### src/sv/rss_pkg.sv
// Shared types and constants for the rate slot spreader.
// No dependencies; imported by rss_div, rate_slot_spreader and rss_chk.
package rss_pkg;

  localparam int DATA_W        = 32;
  localparam int MAX_SLOTS_DEF = 32;
  // stride register width; holds any stride reached with up to 64 slots
  localparam int STRIDE_W      = 8;
  localparam int CFG_IDX_W     = 1;

  localparam logic [DATA_W-1:0] ALL_ONES = '1;

  localparam logic [CFG_IDX_W-1:0] CFG_TOTAL_RATE = 1'b0;
  localparam logic [CFG_IDX_W-1:0] CFG_RATE_INF   = 1'b1;

  typedef struct packed {
    logic              mode;
    logic [31:0]       desired;
    logic              desired_infinite;
    logic [5:0]        displacement;
  } rss_in_t;

  typedef struct packed {
    logic [5:0]        slot_index;
    logic [31:0]       slot_amount;
    logic [6:0]        slots_used;
    logic              last;
    logic              status;
  } rss_out_t;

  // pass and division operations of the sequencer
  typedef enum logic [3:0] {
    OP_DIVB, OP_DIVS, OP_DIVK, OP_INIT, OP_MIN, OP_INC, OP_SUM, OP_CLR,
    OP_FIND, OP_HCLR, OP_HCNT, OP_LIM, OP_APPLY, OP_TAKE, OP_OUT
  } rss_op_t;

endpackage

### src/sv/rss_ram.sv
// Generic single-write, single-read RAM with registered read data.
// No dependencies.
module rss_ram #(
  parameter int WIDTH = 32,
  parameter int DEPTH = 32
) (
  input  logic                                       clk,
  input  logic                                       we,
  input  logic [((DEPTH > 1) ? $clog2(DEPTH) : 1)-1:0] waddr,
  input  logic [WIDTH-1:0]                           wdata,
  input  logic [((DEPTH > 1) ? $clog2(DEPTH) : 1)-1:0] raddr,
  output logic [WIDTH-1:0]                           rdata
);

  logic [WIDTH-1:0] mem [DEPTH];
  logic [WIDTH-1:0] rdata_r;

  always_ff @(posedge clk) begin
    if (we) begin
      mem[waddr] <= wdata;
    end
    rdata_r <= mem[raddr];
  end

  assign rdata = rdata_r;

endmodule

### src/sv/rss_div.sv
// Restoring divider, one quotient bit per cycle.
// Depends on rss_pkg for the data width.
module rss_div (
  input  logic                       clk,
  input  logic                       rst_n,
  input  logic                       start,
  input  logic [rss_pkg::DATA_W-1:0] dividend,
  input  logic [rss_pkg::DATA_W-1:0] divisor,
  output logic                       done,
  output logic [rss_pkg::DATA_W-1:0] quotient,
  output logic [rss_pkg::DATA_W-1:0] remainder
);
  import rss_pkg::*;

  localparam int CNT_W = $clog2(DATA_W + 1);

  logic              busy_r;
  logic              done_r;
  logic [CNT_W-1:0]  cnt_r;
  logic [DATA_W-1:0] q_r;
  logic [DATA_W-1:0] r_r;
  logic [DATA_W-1:0] d_r;
  logic [DATA_W:0]   trial;
  logic              fits;

  assign trial = {r_r, q_r[DATA_W-1]};
  assign fits  = trial >= {1'b0, d_r};

  always_ff @(posedge clk) begin
    if (!rst_n) begin
      busy_r <= 1'b0;
      done_r <= 1'b0;
      cnt_r  <= '0;
    end else begin
      done_r <= 1'b0;
      if (start) begin
        busy_r <= 1'b1;
        cnt_r  <= '0;
        q_r    <= dividend;
        r_r    <= '0;
        d_r    <= divisor;
      end else if (busy_r) begin
        r_r <= fits ? DATA_W'(trial - {1'b0, d_r}) : trial[DATA_W-1:0];
        q_r <= {q_r[DATA_W-2:0], fits};
        if (cnt_r == CNT_W'(DATA_W - 1)) begin
          busy_r <= 1'b0;
          done_r <= 1'b1;
        end
        cnt_r <= cnt_r + 1'b1;
      end
    end
  end

  assign done      = done_r;
  assign quotient  = q_r;
  assign remainder = r_r;

endmodule

### src/sv/rate_slot_spreader.sv
// Rate slot spreader top level: pool and share RAMs, pass sequencer.
// Depends on rss_pkg, rss_ram and rss_div.
//
// Start an item with start while busy is low. Results come one per strobe of
// out_valid and cannot be held off; last marks the final one. Simple cases
// (ack of a zero rate, infinite or zero share, infinite pool, share on an
// empty pool) answer in the cycle after start. All other work runs as passes
// over the pool RAM, each slot visit going through read, execute and write
// back, and every division runs on the shared bit-serial divider. A rebuild
// of a finite rate takes one division and a fill pass, and for a remainder one
// more division plus a minimum search and a spreading pass per round. A share
// takes a sum pass and a clearing pass, then per walk round a search for the
// first nonzero slot and a stride pass; rounds at stride one first count
// visits over N-1 strides (N = slots), then bound the bulk step with one
// division per visited slot, and apply whole cycles of strides at once, which
// bounds the rounds regardless of the amount. Output is one result per slot
// visit of the final output pass.
module rate_slot_spreader #(
  parameter int MAX_SLOTS = rss_pkg::MAX_SLOTS_DEF
) (
  input  logic                          clk,
  input  logic                          rst_n,
  input  logic                          start,
  output logic                          busy,
  input  rss_pkg::rss_in_t              in_data,
  output logic                          out_valid,
  output rss_pkg::rss_out_t             out_data,
  input  logic                          cfg_we,
  input  logic [rss_pkg::CFG_IDX_W-1:0] cfg_idx,
  input  logic [rss_pkg::DATA_W-1:0]    cfg_wdata
);
  import rss_pkg::*;

  localparam int AW = (MAX_SLOTS > 1) ? $clog2(MAX_SLOTS) : 1;
  localparam int CW = $clog2(MAX_SLOTS + 1);
  localparam int HW = CW;
  localparam int TW = 2 * CW;
  localparam int SW = STRIDE_W;

  typedef enum logic [6:0] {
    S_IDLE = 7'b0000001,
    S_RD   = 7'b0000010,
    S_EX   = 7'b0000100,
    S_WB   = 7'b0001000,
    S_DIV  = 7'b0010000,
    S_NEXT = 7'b0100000,
    S_MOD  = 7'b1000000
  } state_t;

  state_t               state_r;
  rss_op_t              op_r;
  logic [DATA_W-1:0]    total_rate_r;
  logic                 rate_inf_r;
  logic [CW-1:0]        count_r;
  logic                 unlim_r;
  logic [SW-1:0]        idx_r, i0_r, midx_r, step_r, s_r;
  logic                 found_r;
  logic [CW-1:0]        p_r;
  logic [TW-1:0]        tot_r;
  logic [DATA_W-1:0]    base_r, rem_r, k_r, prod_r, ktot_r, min_r;
  logic [DATA_W+CW-1:0] sum_r;
  logic                 out_valid_r;
  rss_out_t             out_r;

  // divider
  logic              div_start_r;
  logic [DATA_W-1:0] div_a_r, div_b_r;
  logic              div_done;
  logic [DATA_W-1:0] div_q, div_rm;

  // memories: pool entry holds {visit count, units}
  logic                 pool_we, share_we;
  logic [HW+DATA_W-1:0] pool_wdata, pool_rd;
  logic [DATA_W-1:0]    share_wdata, share_rd;
  logic [DATA_W-1:0]    rd_pool;
  logic [HW-1:0]        rd_h;

  logic [SW:0]          cnt_ext, inc_sum, step_sum, s_sum;
  logic [CW-1:0]        cnt_new, len;
  logic [DATA_W-1:0]    take_rem;

  rss_ram #(.WIDTH(HW + DATA_W), .DEPTH(MAX_SLOTS)) u_pool (
    .clk(clk), .we(pool_we), .waddr(idx_r[AW-1:0]), .wdata(pool_wdata),
    .raddr(idx_r[AW-1:0]), .rdata(pool_rd)
  );

  rss_ram #(.WIDTH(DATA_W), .DEPTH(MAX_SLOTS)) u_share (
    .clk(clk), .we(share_we), .waddr(idx_r[AW-1:0]), .wdata(share_wdata),
    .raddr(idx_r[AW-1:0]), .rdata(share_rd)
  );

  rss_div u_div (
    .clk(clk), .rst_n(rst_n), .start(div_start_r), .dividend(div_a_r),
    .divisor(div_b_r), .done(div_done), .quotient(div_q), .remainder(div_rm)
  );

  assign rd_pool  = pool_rd[DATA_W-1:0];
  assign rd_h     = pool_rd[DATA_W +: HW];
  assign cnt_ext  = (SW+1)'(count_r);
  assign inc_sum  = {1'b0, idx_r} + 1'b1;
  assign step_sum = {1'b0, idx_r} + {1'b0, step_r};
  assign s_sum    = {1'b0, idx_r} + {1'b0, s_r};
  assign cnt_new  = (total_rate_r < DATA_W'(MAX_SLOTS)) ? CW'(total_rate_r)
                                                         : CW'(MAX_SLOTS);
  assign len      = (count_r > CW'(1)) ? count_r - 1'b1 : CW'(1);
  assign take_rem = (rd_pool != '0) ? rem_r - 1'b1 : rem_r;

  // Writes happen in the write-back state; the next read of any slot is
  // issued in a later cycle, so no forwarding is needed.
  always_comb begin
    pool_we     = 1'b0;
    pool_wdata  = pool_rd;
    share_we    = 1'b0;
    share_wdata = share_rd;
    if (state_r == S_WB) begin
      unique case (op_r)
        OP_INIT: begin
          pool_we    = 1'b1;
          pool_wdata = {HW'(0), base_r};
        end
        OP_INC: begin
          pool_we    = 1'b1;
          pool_wdata = {rd_h, rd_pool + 1'b1};
        end
        OP_CLR: begin
          share_we    = 1'b1;
          share_wdata = '0;
        end
        OP_HCLR: begin
          pool_we    = 1'b1;
          pool_wdata = {HW'(0), rd_pool};
        end
        OP_HCNT: begin
          pool_we    = rd_pool != '0;
          pool_wdata = {rd_h + 1'b1, rd_pool};
        end
        OP_APPLY: begin
          pool_we     = 1'b1;
          pool_wdata  = {rd_h, rd_pool - prod_r};
          share_we    = 1'b1;
          share_wdata = share_rd + prod_r;
        end
        OP_TAKE: begin
          pool_we     = rd_pool != '0;
          pool_wdata  = {rd_h, rd_pool - 1'b1};
          share_we    = rd_pool != '0;
          share_wdata = share_rd + 1'b1;
        end
        default: begin
        end
      endcase
    end
  end

  function automatic rss_out_t mk_out(logic [5:0] idx, logic [31:0] amt,
                                      logic [6:0] used, logic lst, logic st);
    rss_out_t o;
    o.slot_index  = idx;
    o.slot_amount = amt;
    o.slots_used  = used;
    o.last        = lst;
    o.status      = st;
    return o;
  endfunction

  always_ff @(posedge clk) begin
    if (!rst_n) begin
      state_r      <= S_IDLE;
      out_valid_r  <= 1'b0;
      div_start_r  <= 1'b0;
      count_r      <= '0;
      unlim_r      <= 1'b0;
      total_rate_r <= '0;
      rate_inf_r   <= 1'b0;
    end else begin
      out_valid_r <= 1'b0;
      div_start_r <= 1'b0;
      if (cfg_we) begin
        unique case (cfg_idx)
          CFG_TOTAL_RATE: total_rate_r <= cfg_wdata;
          CFG_RATE_INF:   rate_inf_r   <= cfg_wdata[0];
          default: begin
          end
        endcase
      end

      unique case (state_r)
        S_IDLE: begin
          if (start) begin
            if (!in_data.mode) begin
              unlim_r <= 1'b0;
              count_r <= '0;
              if (rate_inf_r) begin
                count_r <= CW'(1);
                unlim_r <= 1'b1;
                base_r  <= ALL_ONES;
                rem_r   <= '0;
                op_r    <= OP_INIT;
                idx_r   <= '0;
                state_r <= S_RD;
              end else if (total_rate_r == '0) begin
                out_valid_r <= 1'b1;
                out_r       <= mk_out('0, '0, '0, 1'b1, 1'b0);
              end else begin
                count_r     <= cnt_new;
                div_a_r     <= total_rate_r;
                div_b_r     <= DATA_W'(cnt_new);
                div_start_r <= 1'b1;
                op_r        <= OP_DIVB;
                state_r     <= S_DIV;
              end
            end else if (in_data.desired_infinite) begin
              out_valid_r <= 1'b1;
              out_r       <= mk_out('0, ALL_ONES, 7'd1, 1'b1, 1'b0);
            end else if (in_data.desired == '0) begin
              out_valid_r <= 1'b1;
              out_r       <= mk_out('0, '0, '0, 1'b1, 1'b0);
            end else if (unlim_r) begin
              out_valid_r <= 1'b1;
              out_r       <= mk_out('0, in_data.desired, 7'd1, 1'b1, 1'b0);
            end else if (count_r == '0) begin
              out_valid_r <= 1'b1;
              out_r       <= mk_out('0, '0, '0, 1'b1, 1'b1);
            end else begin
              rem_r   <= in_data.desired;
              step_r  <= (in_data.displacement == '0) ? SW'(1)
                                                      : SW'(in_data.displacement);
              sum_r   <= '0;
              op_r    <= OP_SUM;
              idx_r   <= '0;
              state_r <= S_RD;
            end
          end
        end

        S_RD: state_r <= S_EX;

        S_EX: begin
          prod_r <= k_r * DATA_W'(rd_h);
          if (op_r == OP_LIM && rd_h != '0) begin
            div_a_r     <= rd_pool - 1'b1;
            div_b_r     <= DATA_W'(rd_h);
            div_start_r <= 1'b1;
            state_r     <= S_DIV;
          end else begin
            state_r <= S_WB;
          end
        end

        S_DIV: begin
          if (div_done) begin
            unique case (op_r)
              OP_DIVB: begin
                base_r  <= div_q;
                rem_r   <= div_rm;
                op_r    <= OP_INIT;
                idx_r   <= '0;
                state_r <= S_RD;
              end
              OP_DIVS: begin
                step_r  <= SW'(div_q);
                op_r    <= OP_MIN;
                idx_r   <= '0;
                state_r <= S_RD;
              end
              OP_DIVK: begin
                k_r     <= div_q;
                op_r    <= OP_LIM;
                idx_r   <= '0;
                state_r <= S_RD;
              end
              OP_LIM: begin
                if (div_q < k_r) begin
                  k_r <= div_q;
                end
                state_r <= S_WB;
              end
              default: state_r <= S_IDLE;
            endcase
          end
        end

        S_WB: begin
          state_r <= S_RD;
          idx_r   <= inc_sum[SW-1:0];
          if (inc_sum >= cnt_ext) begin
            state_r <= S_NEXT;
          end
          unique case (op_r)
            OP_MIN: begin
              if (idx_r == '0 || rd_pool < min_r) begin
                min_r  <= rd_pool;
                midx_r <= idx_r;
              end
            end
            OP_SUM: sum_r <= sum_r + (DATA_W+CW)'(rd_pool);
            OP_OUT: begin
              out_valid_r <= 1'b1;
              out_r       <= mk_out(6'(idx_r), share_rd, 7'(count_r),
                                    inc_sum == cnt_ext, 1'b0);
            end
            OP_INC: begin
              rem_r <= rem_r - 1'b1;
              idx_r <= step_sum[SW-1:0];
              state_r <= (step_sum >= cnt_ext || rem_r == DATA_W'(1)) ? S_NEXT
                                                                        : S_RD;
            end
            OP_FIND: begin
              if (rd_pool != '0) begin
                found_r <= 1'b1;
                i0_r    <= idx_r;
                state_r <= S_NEXT;
              end
            end
            OP_HCNT: begin
              if (rd_pool != '0) begin
                tot_r <= tot_r + 1'b1;
              end
              idx_r   <= s_sum[SW-1:0];
              state_r <= (s_sum >= cnt_ext) ? S_NEXT : S_RD;
            end
            OP_TAKE: begin
              rem_r   <= take_rem;
              idx_r   <= step_sum[SW-1:0];
              state_r <= (step_sum >= cnt_ext || take_rem == '0) ? S_NEXT : S_RD;
            end
            default: begin
            end
          endcase
        end

        S_NEXT: begin
          state_r <= S_RD;
          idx_r   <= '0;
          unique case (op_r)
            OP_INIT: begin
              if (rem_r == '0) begin
                out_valid_r <= 1'b1;
                out_r       <= mk_out('0, '0, 7'(count_r), 1'b1, 1'b0);
                state_r     <= S_IDLE;
              end else begin
                div_a_r     <= DATA_W'(count_r);
                div_b_r     <= rem_r;
                div_start_r <= 1'b1;
                op_r        <= OP_DIVS;
                state_r     <= S_DIV;
              end
            end
            OP_MIN: begin
              op_r  <= OP_INC;
              idx_r <= midx_r;
            end
            OP_INC: begin
              step_r <= step_r + 1'b1;
              if (rem_r == '0) begin
                out_valid_r <= 1'b1;
                out_r       <= mk_out('0, '0, 7'(count_r), 1'b1, 1'b0);
                state_r     <= S_IDLE;
              end else begin
                op_r <= OP_MIN;
              end
            end
            OP_SUM: begin
              if (sum_r < (DATA_W+CW)'(rem_r)) begin
                out_valid_r <= 1'b1;
                out_r       <= mk_out('0, '0, '0, 1'b1, 1'b1);
                state_r     <= S_IDLE;
              end else begin
                op_r <= OP_CLR;
              end
            end
            OP_CLR: begin
              found_r <= 1'b0;
              op_r    <= OP_FIND;
            end
            OP_FIND: begin
              if (!found_r) begin
                op_r <= OP_OUT;
              end else if (step_r == SW'(1)) begin
                tot_r <= '0;
                p_r   <= '0;
                s_r   <= SW'(1);
                op_r  <= OP_HCLR;
              end else begin
                op_r  <= OP_TAKE;
                idx_r <= i0_r;
              end
            end
            OP_HCLR: begin
              op_r  <= OP_HCNT;
              idx_r <= i0_r;
            end
            OP_HCNT: begin
              p_r   <= p_r + 1'b1;
              s_r   <= ((s_r + 1'b1) >= SW'(count_r)) ? SW'(1) : s_r + 1'b1;
              idx_r <= i0_r;
              if (p_r + 1'b1 != len) begin
                op_r <= OP_HCNT;
              end else if (tot_r == '0) begin
                op_r <= OP_TAKE;
              end else begin
                div_a_r     <= rem_r - 1'b1;
                div_b_r     <= DATA_W'(tot_r);
                div_start_r <= 1'b1;
                op_r        <= OP_DIVK;
                state_r     <= S_DIV;
              end
            end
            OP_LIM: begin
              if (k_r == '0) begin
                op_r  <= OP_TAKE;
                idx_r <= i0_r;
              end else begin
                ktot_r <= k_r * DATA_W'(tot_r);
                op_r   <= OP_APPLY;
              end
            end
            OP_APPLY: begin
              rem_r <= rem_r - ktot_r;
              op_r  <= OP_TAKE;
              idx_r <= i0_r;
            end
            OP_TAKE: begin
              step_r  <= step_r + 1'b1;
              state_r <= S_MOD;
            end
            default: state_r <= S_IDLE;
          endcase
        end

        // reduce the stride modulo the slot count, zero becomes one
        S_MOD: begin
          if (step_r >= SW'(count_r)) begin
            step_r <= step_r - SW'(count_r);
          end else begin
            if (step_r == '0) begin
              step_r <= SW'(1);
            end
            idx_r   <= '0;
            found_r <= 1'b0;
            op_r    <= (rem_r == '0) ? OP_OUT : OP_FIND;
            state_r <= S_RD;
          end
        end

        default: state_r <= S_IDLE;
      endcase
    end
  end

  assign busy      = state_r != S_IDLE;
  assign out_valid = out_valid_r;
  assign out_data  = out_r;

endmodule

### config.mk
export PLATFORM = sky130hd
export DESIGN_NAME = rate_slot_spreader
export DESIGN_NICKNAME = d
export VERILOG_FILES = /design/src/sv/rss_pkg.sv /design/src/sv/rss_ram.sv /design/src/sv/rss_div.sv /design/src/sv/rate_slot_spreader.sv
export SDC_FILE = /design/constraint.sdc
export NUM_CORES = 2
export LEC_CHECK = 0
export BUFFER_PORTS_ARGS = -buffer_cell sky130_fd_sc_hd__buf_2
export CORE_ASPECT_RATIO = 1.2
export CORE_MARGIN = 2
export CORE_UTILIZATION = 58
export CTS_BUF_LIST = sky130_fd_sc_hd__clkbuf_4 sky130_fd_sc_hd__clkbuf_8 sky130_fd_sc_hd__clkbuf_16
export DETAILED_ROUTE_END_ITERATION = 12
export GPL_TIMING_DRIVEN = 0
export HOLD_SLACK_MARGIN = 0.12
export PLACE_DENSITY = 0.83
export SLEW_MARGIN = 20
export SYNTH_ARGS = -nofsm -noshare
export SYNTH_HDL_FRONTEND = slang
export SYNTH_SLANG_ARGS = --single-unit
### constraint.sdc
create_clock -name clk -period 13 [get_ports clk]
set_input_delay 1.3 -clock clk [delete_from_list [all_inputs] [get_ports clk]]
set_output_delay 1.3 -clock clk [all_outputs]
set_load 0.005 [all_outputs]
Word-level counts from Yosys, hierarchy flattened
Memory sizes are Yosys's and may differ from the RTL's. A register that Yosys moved wholly into a read port is not among the register bits. Index checks and enable logic that the tools add are counted.

Flip-flop bits (word level): 557. Word-level logic and storage cells: 420. RAM bits: 2240. Bits of input ports: 77. Memories: 2.

Memories: u_pool.mem (depth 32, width 38, read ports 1, clocked after memory_dff 1, write ports 1, RTL line rss_ram.sv:15) `logic [WIDTH-1:0] mem [DEPTH];`; u_share.mem (depth 32, width 32, read ports 1, clocked after memory_dff 1, write ports 1, RTL line rss_ram.sv:15).

Order comparisons: 11. Reduce and logical (&&, ||, !) cells: 61. Multiplexer cells: 204. Add/subtract/negate cells: 20. Multipliers: 2. Bitwise operators: 5. Eq/ne operators: 79.

Operator list (number): $mux W32 (38); $mux W47 (11); $pmux W32 S2 (5); $mux W38 (8); $pmux W32 S3 (3); $pmux W38 S6 (1); $mux W8 (27); $logic_not A32 Y1 (5); $pmux W47 S3 (1); $pmux W32 S4 (1); $sub A32 B32 Y32 (3); $pmux W47 S2 (1); $mux W7 (11); $pmux W38 S2 (1); $mux W6 (11); $add A32 B1 Y32 const B (2); $lt A32 B32 Y1 (2); $pmux W8 S4 (2); $sub A32 B1 Y32 const B (2); $mux W12 (5); $mux W4 (15); $pmux W7 S7 (1); $ne A3 B3 Y1 const B (15); $pmux W7 S6 (1); other kinds (86) (210).

Logic depth before layout (Yosys ltp)
Depth after elaboration: 9. Depth in mapped cells: 24.

Cells and area by module
Synthesis repeated with hierarchy kept, for this count alone.

Cell total of the unflattened synthesis: 10849. Area total of the unflattened synthesis: 141577.0 um^2.

By module, submodules not included: rss_ram at u_pool (area each 48161.2 um^2, sequential area each 37275.8 um^2, times used 1, cells each 2675); rate_slot_spreader (area each 46832.4 um^2, sequential area each 13082.5 um^2, times used 1, cells each 5344); rss_ram at u_share (area each 40492.6 um^2, sequential area each 31390.1 um^2, times used 1, cells each 2260); rss_div (area each 6090.8 um^2, sequential area each 3042.9 um^2, times used 1, cells each 570).

Least setup slack after synthesis
Ideal clock, no wire load.

Path type: register -> register. Start: reg count_r[1]. End: reg div_a_r[0] (enable). Arrival time: 12306 ps. Setup time: 827 ps. Period minus slack after synthesis: 13133 ps. Path slack: -133 ps. Cell stages (with the launch flop): 12. Path buffers: 1. Cells stage by stage: dfxtp_1 inv_1 ha_1 clkbuf_1 nor3b_1 nor2_1 a21oi_1 xnor2_1 nand3_1 or3b_2 a32o_1 a2111oi_0.

Cells in the longest elaborated chain, start to end: 5.

Ends and longest elaborated chain: start: declaration (RTL line rate_slot_spreader.sv:54) `logic [CW-1:0] count_r;`; start signal: assignment (RTL line rate_slot_spreader.sv:205) `count_r <= cnt_new;`; $sub A6 B1 Y6 or $gt A6 B1 Y1 (tied branches) (RTL line rate_slot_spreader.sv:105) `assign len = (count_r > CW'(1)) ? count_r - 1'b1 : CW'(1);`; $mux W6 (*) (RTL line rate_slot_spreader.sv:105); $ne A6 B6 Y1 (*) (RTL line rate_slot_spreader.sv:397) `if (p_r + 1'b1 != len) begin`; $ne A3 B3 Y1 (no source line) (*); $reduce_and A11 Y1 (no source line) (*); end signal: assignment (RTL line rate_slot_spreader.sv:206) `div_a_r <= total_rate_r;`; end signal: assignment (RTL line rate_slot_spreader.sv:241) `div_a_r <= rd_pool - 1'b1;`; end signal: assignment (RTL line rate_slot_spreader.sv:402) `div_a_r <= rem_r - 1'b1;`; end: declaration (RTL line rate_slot_spreader.sv:67) `logic [DATA_W-1:0] div_a_r, div_b_r;`.

Mark *: on every way between the ends. The rest lies on a longest branch, timed or not. A chain may end at the register's enable or synchronous reset.

Final worst setup path
Start: reg tot_r[3]. End: reg ktot_r[30], data pin.

Cells in the longest elaborated chain, start to end: 1.

Ends and longest elaborated chain: start: declaration (RTL line rate_slot_spreader.sv:59) `logic [TW-1:0] tot_r;`; start signal: assignment (RTL line rate_slot_spreader.sv:317) `tot_r <= tot_r + 1'b1;`; $mul A32 B12 Y32 (RTL line rate_slot_spreader.sv:414) `ktot_r <= k_r * DATA_W'(tot_r);`; end signal: assignment (RTL line rate_slot_spreader.sv:414); end: declaration (RTL line rate_slot_spreader.sv:60) `logic [DATA_W-1:0] base_r, rem_r, k_r, prod_r, ktot_r, min_r;`.

No other way between the ends.

==> flow_summary.json <==
{
  "status": "completed",
  "fin_ws_ns": 5.16,
  "initial_core_util_pct": 58.4,
  "peakVddDrop_mv": 0.210,
  "synth_top_flop_cell": "edfxtp_1",
  "die_area_um2": 241000,
  "min_period_ns": 7.84,
  "cts_sinks": 2866,
  "path_delay_family": "adder cells",
  "rsz0062_at_grt": "false",
  "drive_gt1_share_pct": 16.6,
  "numCtsBuffers": 296,
  "worst-path-buf-inv": 6,
  "avgSynthCellArea_um2": 14.8,
  "final-seq-area_um2": 84800,
  "core_area_um2": 236000,
  "post-place-cells": 12800,
  "cts_buffer_depth": 4,
  "layout_common_cells": "edfxtp_1, nand2_1, inv_1",
  "layout.cells.non_filler": 13300,
  "syn_to_final_growth_pct": 13.9,
  "drtIter0Drc": 16100,
  "finalCritPeriodShare_pct": 60.3,
  "nets": 10800,
  "setup_viol": 0,
  "avgRoutedWirePerCell_um": 40.2,
  "globalplace.congestion": 1.04,
  "fillerInstances": 15200,
  "route.detailed.drc": 0,
  "yosysSeqAreaShare_pct": 61.6,
  "crit_slowest_cell": "a2111oi_0",
  "fp.dieW_um": 449,
  "hold_violations": 0,
  "grt_usage_pct": 44.4,
  "final_core_util_pct": 66.5,
  "critPathMostFrequentCell": "fa_1",
  "slew_headroom_pct": 12.1,
  "yosysTopAreaCellShare_pct": 59.8,
  "crit_fanout": 10,
  "p_leak_uw": 0.0549,
  "yosysWarnings": 0,
  "cts_resized": 0,
  "vias_per_cell": 7.25,
  "port-buffer-count": 123,
  "hold_buffers": 0,
  "path_class": "reg -> reg",
  "cts_tree": "done",
  "r2r_slack_ns": 5.16,
  "ios": 126,
  "drt-total-wl_um": 536000,
  "rows": 195,
  "multi_input_area_um2": 49800,
  "critPathRequiredTime_ns": 13.72,
  "maxSlewViolCount": 0,
  "ys_ff_latch": 2866,
  "vias": 96700,
  "grt_pass1_vias": 96000,
  "synthCells": 9324,
  "cp_slowest_stage_delay_ns": 0.69,
  "grt_max_degree": 33,
  "dr.pass1.iters": 11,
  "clock_skew_ns": 0.0997,
  "synthDistinctLibCells": 91,
  "path_clk_slew_ns": 0.06,
  "async_reset_ff_share_pct": 0,
  "cts_root_buf": "clkbuf_16",
  "place_hpwl_um": 358000,
  "grt_overflow": 0,
  "powerDensity_nw_per_um2": 139,
  "ant_nets": 0,
  "clk_latency_ns": 1.03,
  "drv_cap": 0,
  "grt_pass1_wl_um": 741000,
  "synth-edff-count": 2739,
  "fmax_mhz": 128,
  "cts_setup_buffers": 0,
  "min_path_type": "reg -> reg",
  "synth.area.top_cells": "edfxtp_1, mux4_2, fa_1",
  "arrival_ns": 8.55,
  "yosysTopAreaCell": "edfxtp_1",
  "worstSetupStartpointType": "register",
  "crit_chain": "clkbuf_1 > clkbuf_1 > buf_1 > nand2_1 > fa_1 > fa_1 > inv_1 > fa_1 > fa_1 > inv_1 > fa_1 > inv_1 > ha_1 > a21o_1 > a21oi_1 > o21bai_1 > a2111oi_0 > o21ai_0 > o211ai_1 > a31oi_1 > a21o_1 > a21oi_1 > xnor2_1",
  "synth_area_um2": 138000,
  "htreeDepth": 5,
  "antenna_found_initial": 37,
  "fp.dieH_um": 538,
  "dp_slack_ns": 5.44,
  "endpoint_kind": "register",
  "worstMarginPinSlew_ns": 1.30,
  "final_common_cell": "edfxtp_1"
}
-- metal layers --
metal | track usage (%) | wire length [µm] | vias up | part of all wire [%]
li1 | - | - | 36700 | -
met1 | 49.0 | 160000 | 47300 | 30
met2 | 68.7 | 241000 | 9731 | 45
met3 | 12.4 | 65500 | 2922 | 12
met4 | 43.8 | 68800 | 32 | 13
met5 | 0.137 | 249 | - | 0.046
-- registers in the layout (all words and copies together), names as in the netlist, 38 cells and up --
register,cells
u_share.mem,1024
u_pool.mem,1216
sum_r,38
u_pool.rdata,38
out_data,46
-- power by group --
| group | switching [µW] | total [µW] | internal, µW | leakage [µW] |
|---|---|---|---|---|
| clock | 3780 | 8670 | 4890 | 0.00468 |
| combinational | 1660 | 2510 | 851 | 0.0244 |
| sequential | 177 | 10600 | 10400 | 0.0258 |
-- cells in the mapped netlist, types with 35 or more instances --
cell      number
a22oi_1      289
xor2_1       113
mux2i_1       57
and3_1        89
nor4_1        56
nor3_1       121
o21a_1        35
mux4_2       560
xnor2_1      217
fa_1         356
nand3_1      100
buf_1        115
and2_1       143
a222oi_1      35
a21oi_1      340
a31oi_1       39
nand4_1       76
nand2b_1      75
ha_1         399
nand2_1      810
a211oi_1      36
dfxtp_1      127
edfxtp_1    2739
o21ai_0      308
a21o_1       147
inv_1        618
nor2_1       442
nor2b_1       48
clkbuf_1     351
-- worst paths after layout --
kind	start	end	cells after the start
setup / recovery	tot_r[3]	ktot_r[30]	23
hold / removal	div_b_r[31]	u_div.d_r[31]	0
setup reg to reg	tot_r[3]	ktot_r[30]	23
hold reg to reg	div_b_r[31]	u_div.d_r[31]	0
-- layout make-up --
cell class	instances	share of cell area (%)
Sequential cell	2866	54.1
Multi-Input combinational cell	5364	31.8
Clock buffer	375	5.27
Timing Repair Buffer	336	2.83
Tap cell	3152	2.52
Inverter	620	1.48
Buffer	476	1.22
Clock inverter	132	0.768
Antenna cell	18	0.0287
-- through the flow --
step	hold WS, ns	cell area [µm²]	power, µW	TNS, ns
3_3_place_gp	0.403	142000	12900	-169.53
2_1_floorplan	0.400	138000	12100	0
3_5_place_dp	0.405	147000	13100	0
6_report	0.417	157000	21700	0
5_1_grt	0.424	157000	22100	0
4_1_cts	0.409	156000	21600	0
-- worst register-to-register path: stages (launching register included) --
cell       delay (ns)
edfxtp_1         0.33
clkbuf_1         0.39
clkbuf_1         0.47
buf_1            0.47
nand2_1          0.18
fa_1             0.57
fa_1             0.56
inv_1            0.07
fa_1             0.49
fa_1             0.49
inv_1            0.05
fa_1             0.47
inv_1            0.04
ha_1             0.35
a21o_1           0.19
a21oi_1          0.14
o21bai_1         0.11
a2111oi_0        0.69
o21ai_0          0.27
o211ai_1         0.38
a31oi_1          0.19
a21o_1           0.22
a21oi_1          0.17
xnor2_1          0.27
-- cell families after synthesis --
family	share of synthesized area [%]
buffers and inverters	3.01
multiplexers	9.85
AO/OA/AOI/OAI	7.39
XOR/XNOR	2.10
AND/OR/NAND/NOR	7.22
adder cells (fa/ha/maj)	8.81
other	0.00273
flip-flops	61.6
(Power assumes the default switching activity.)
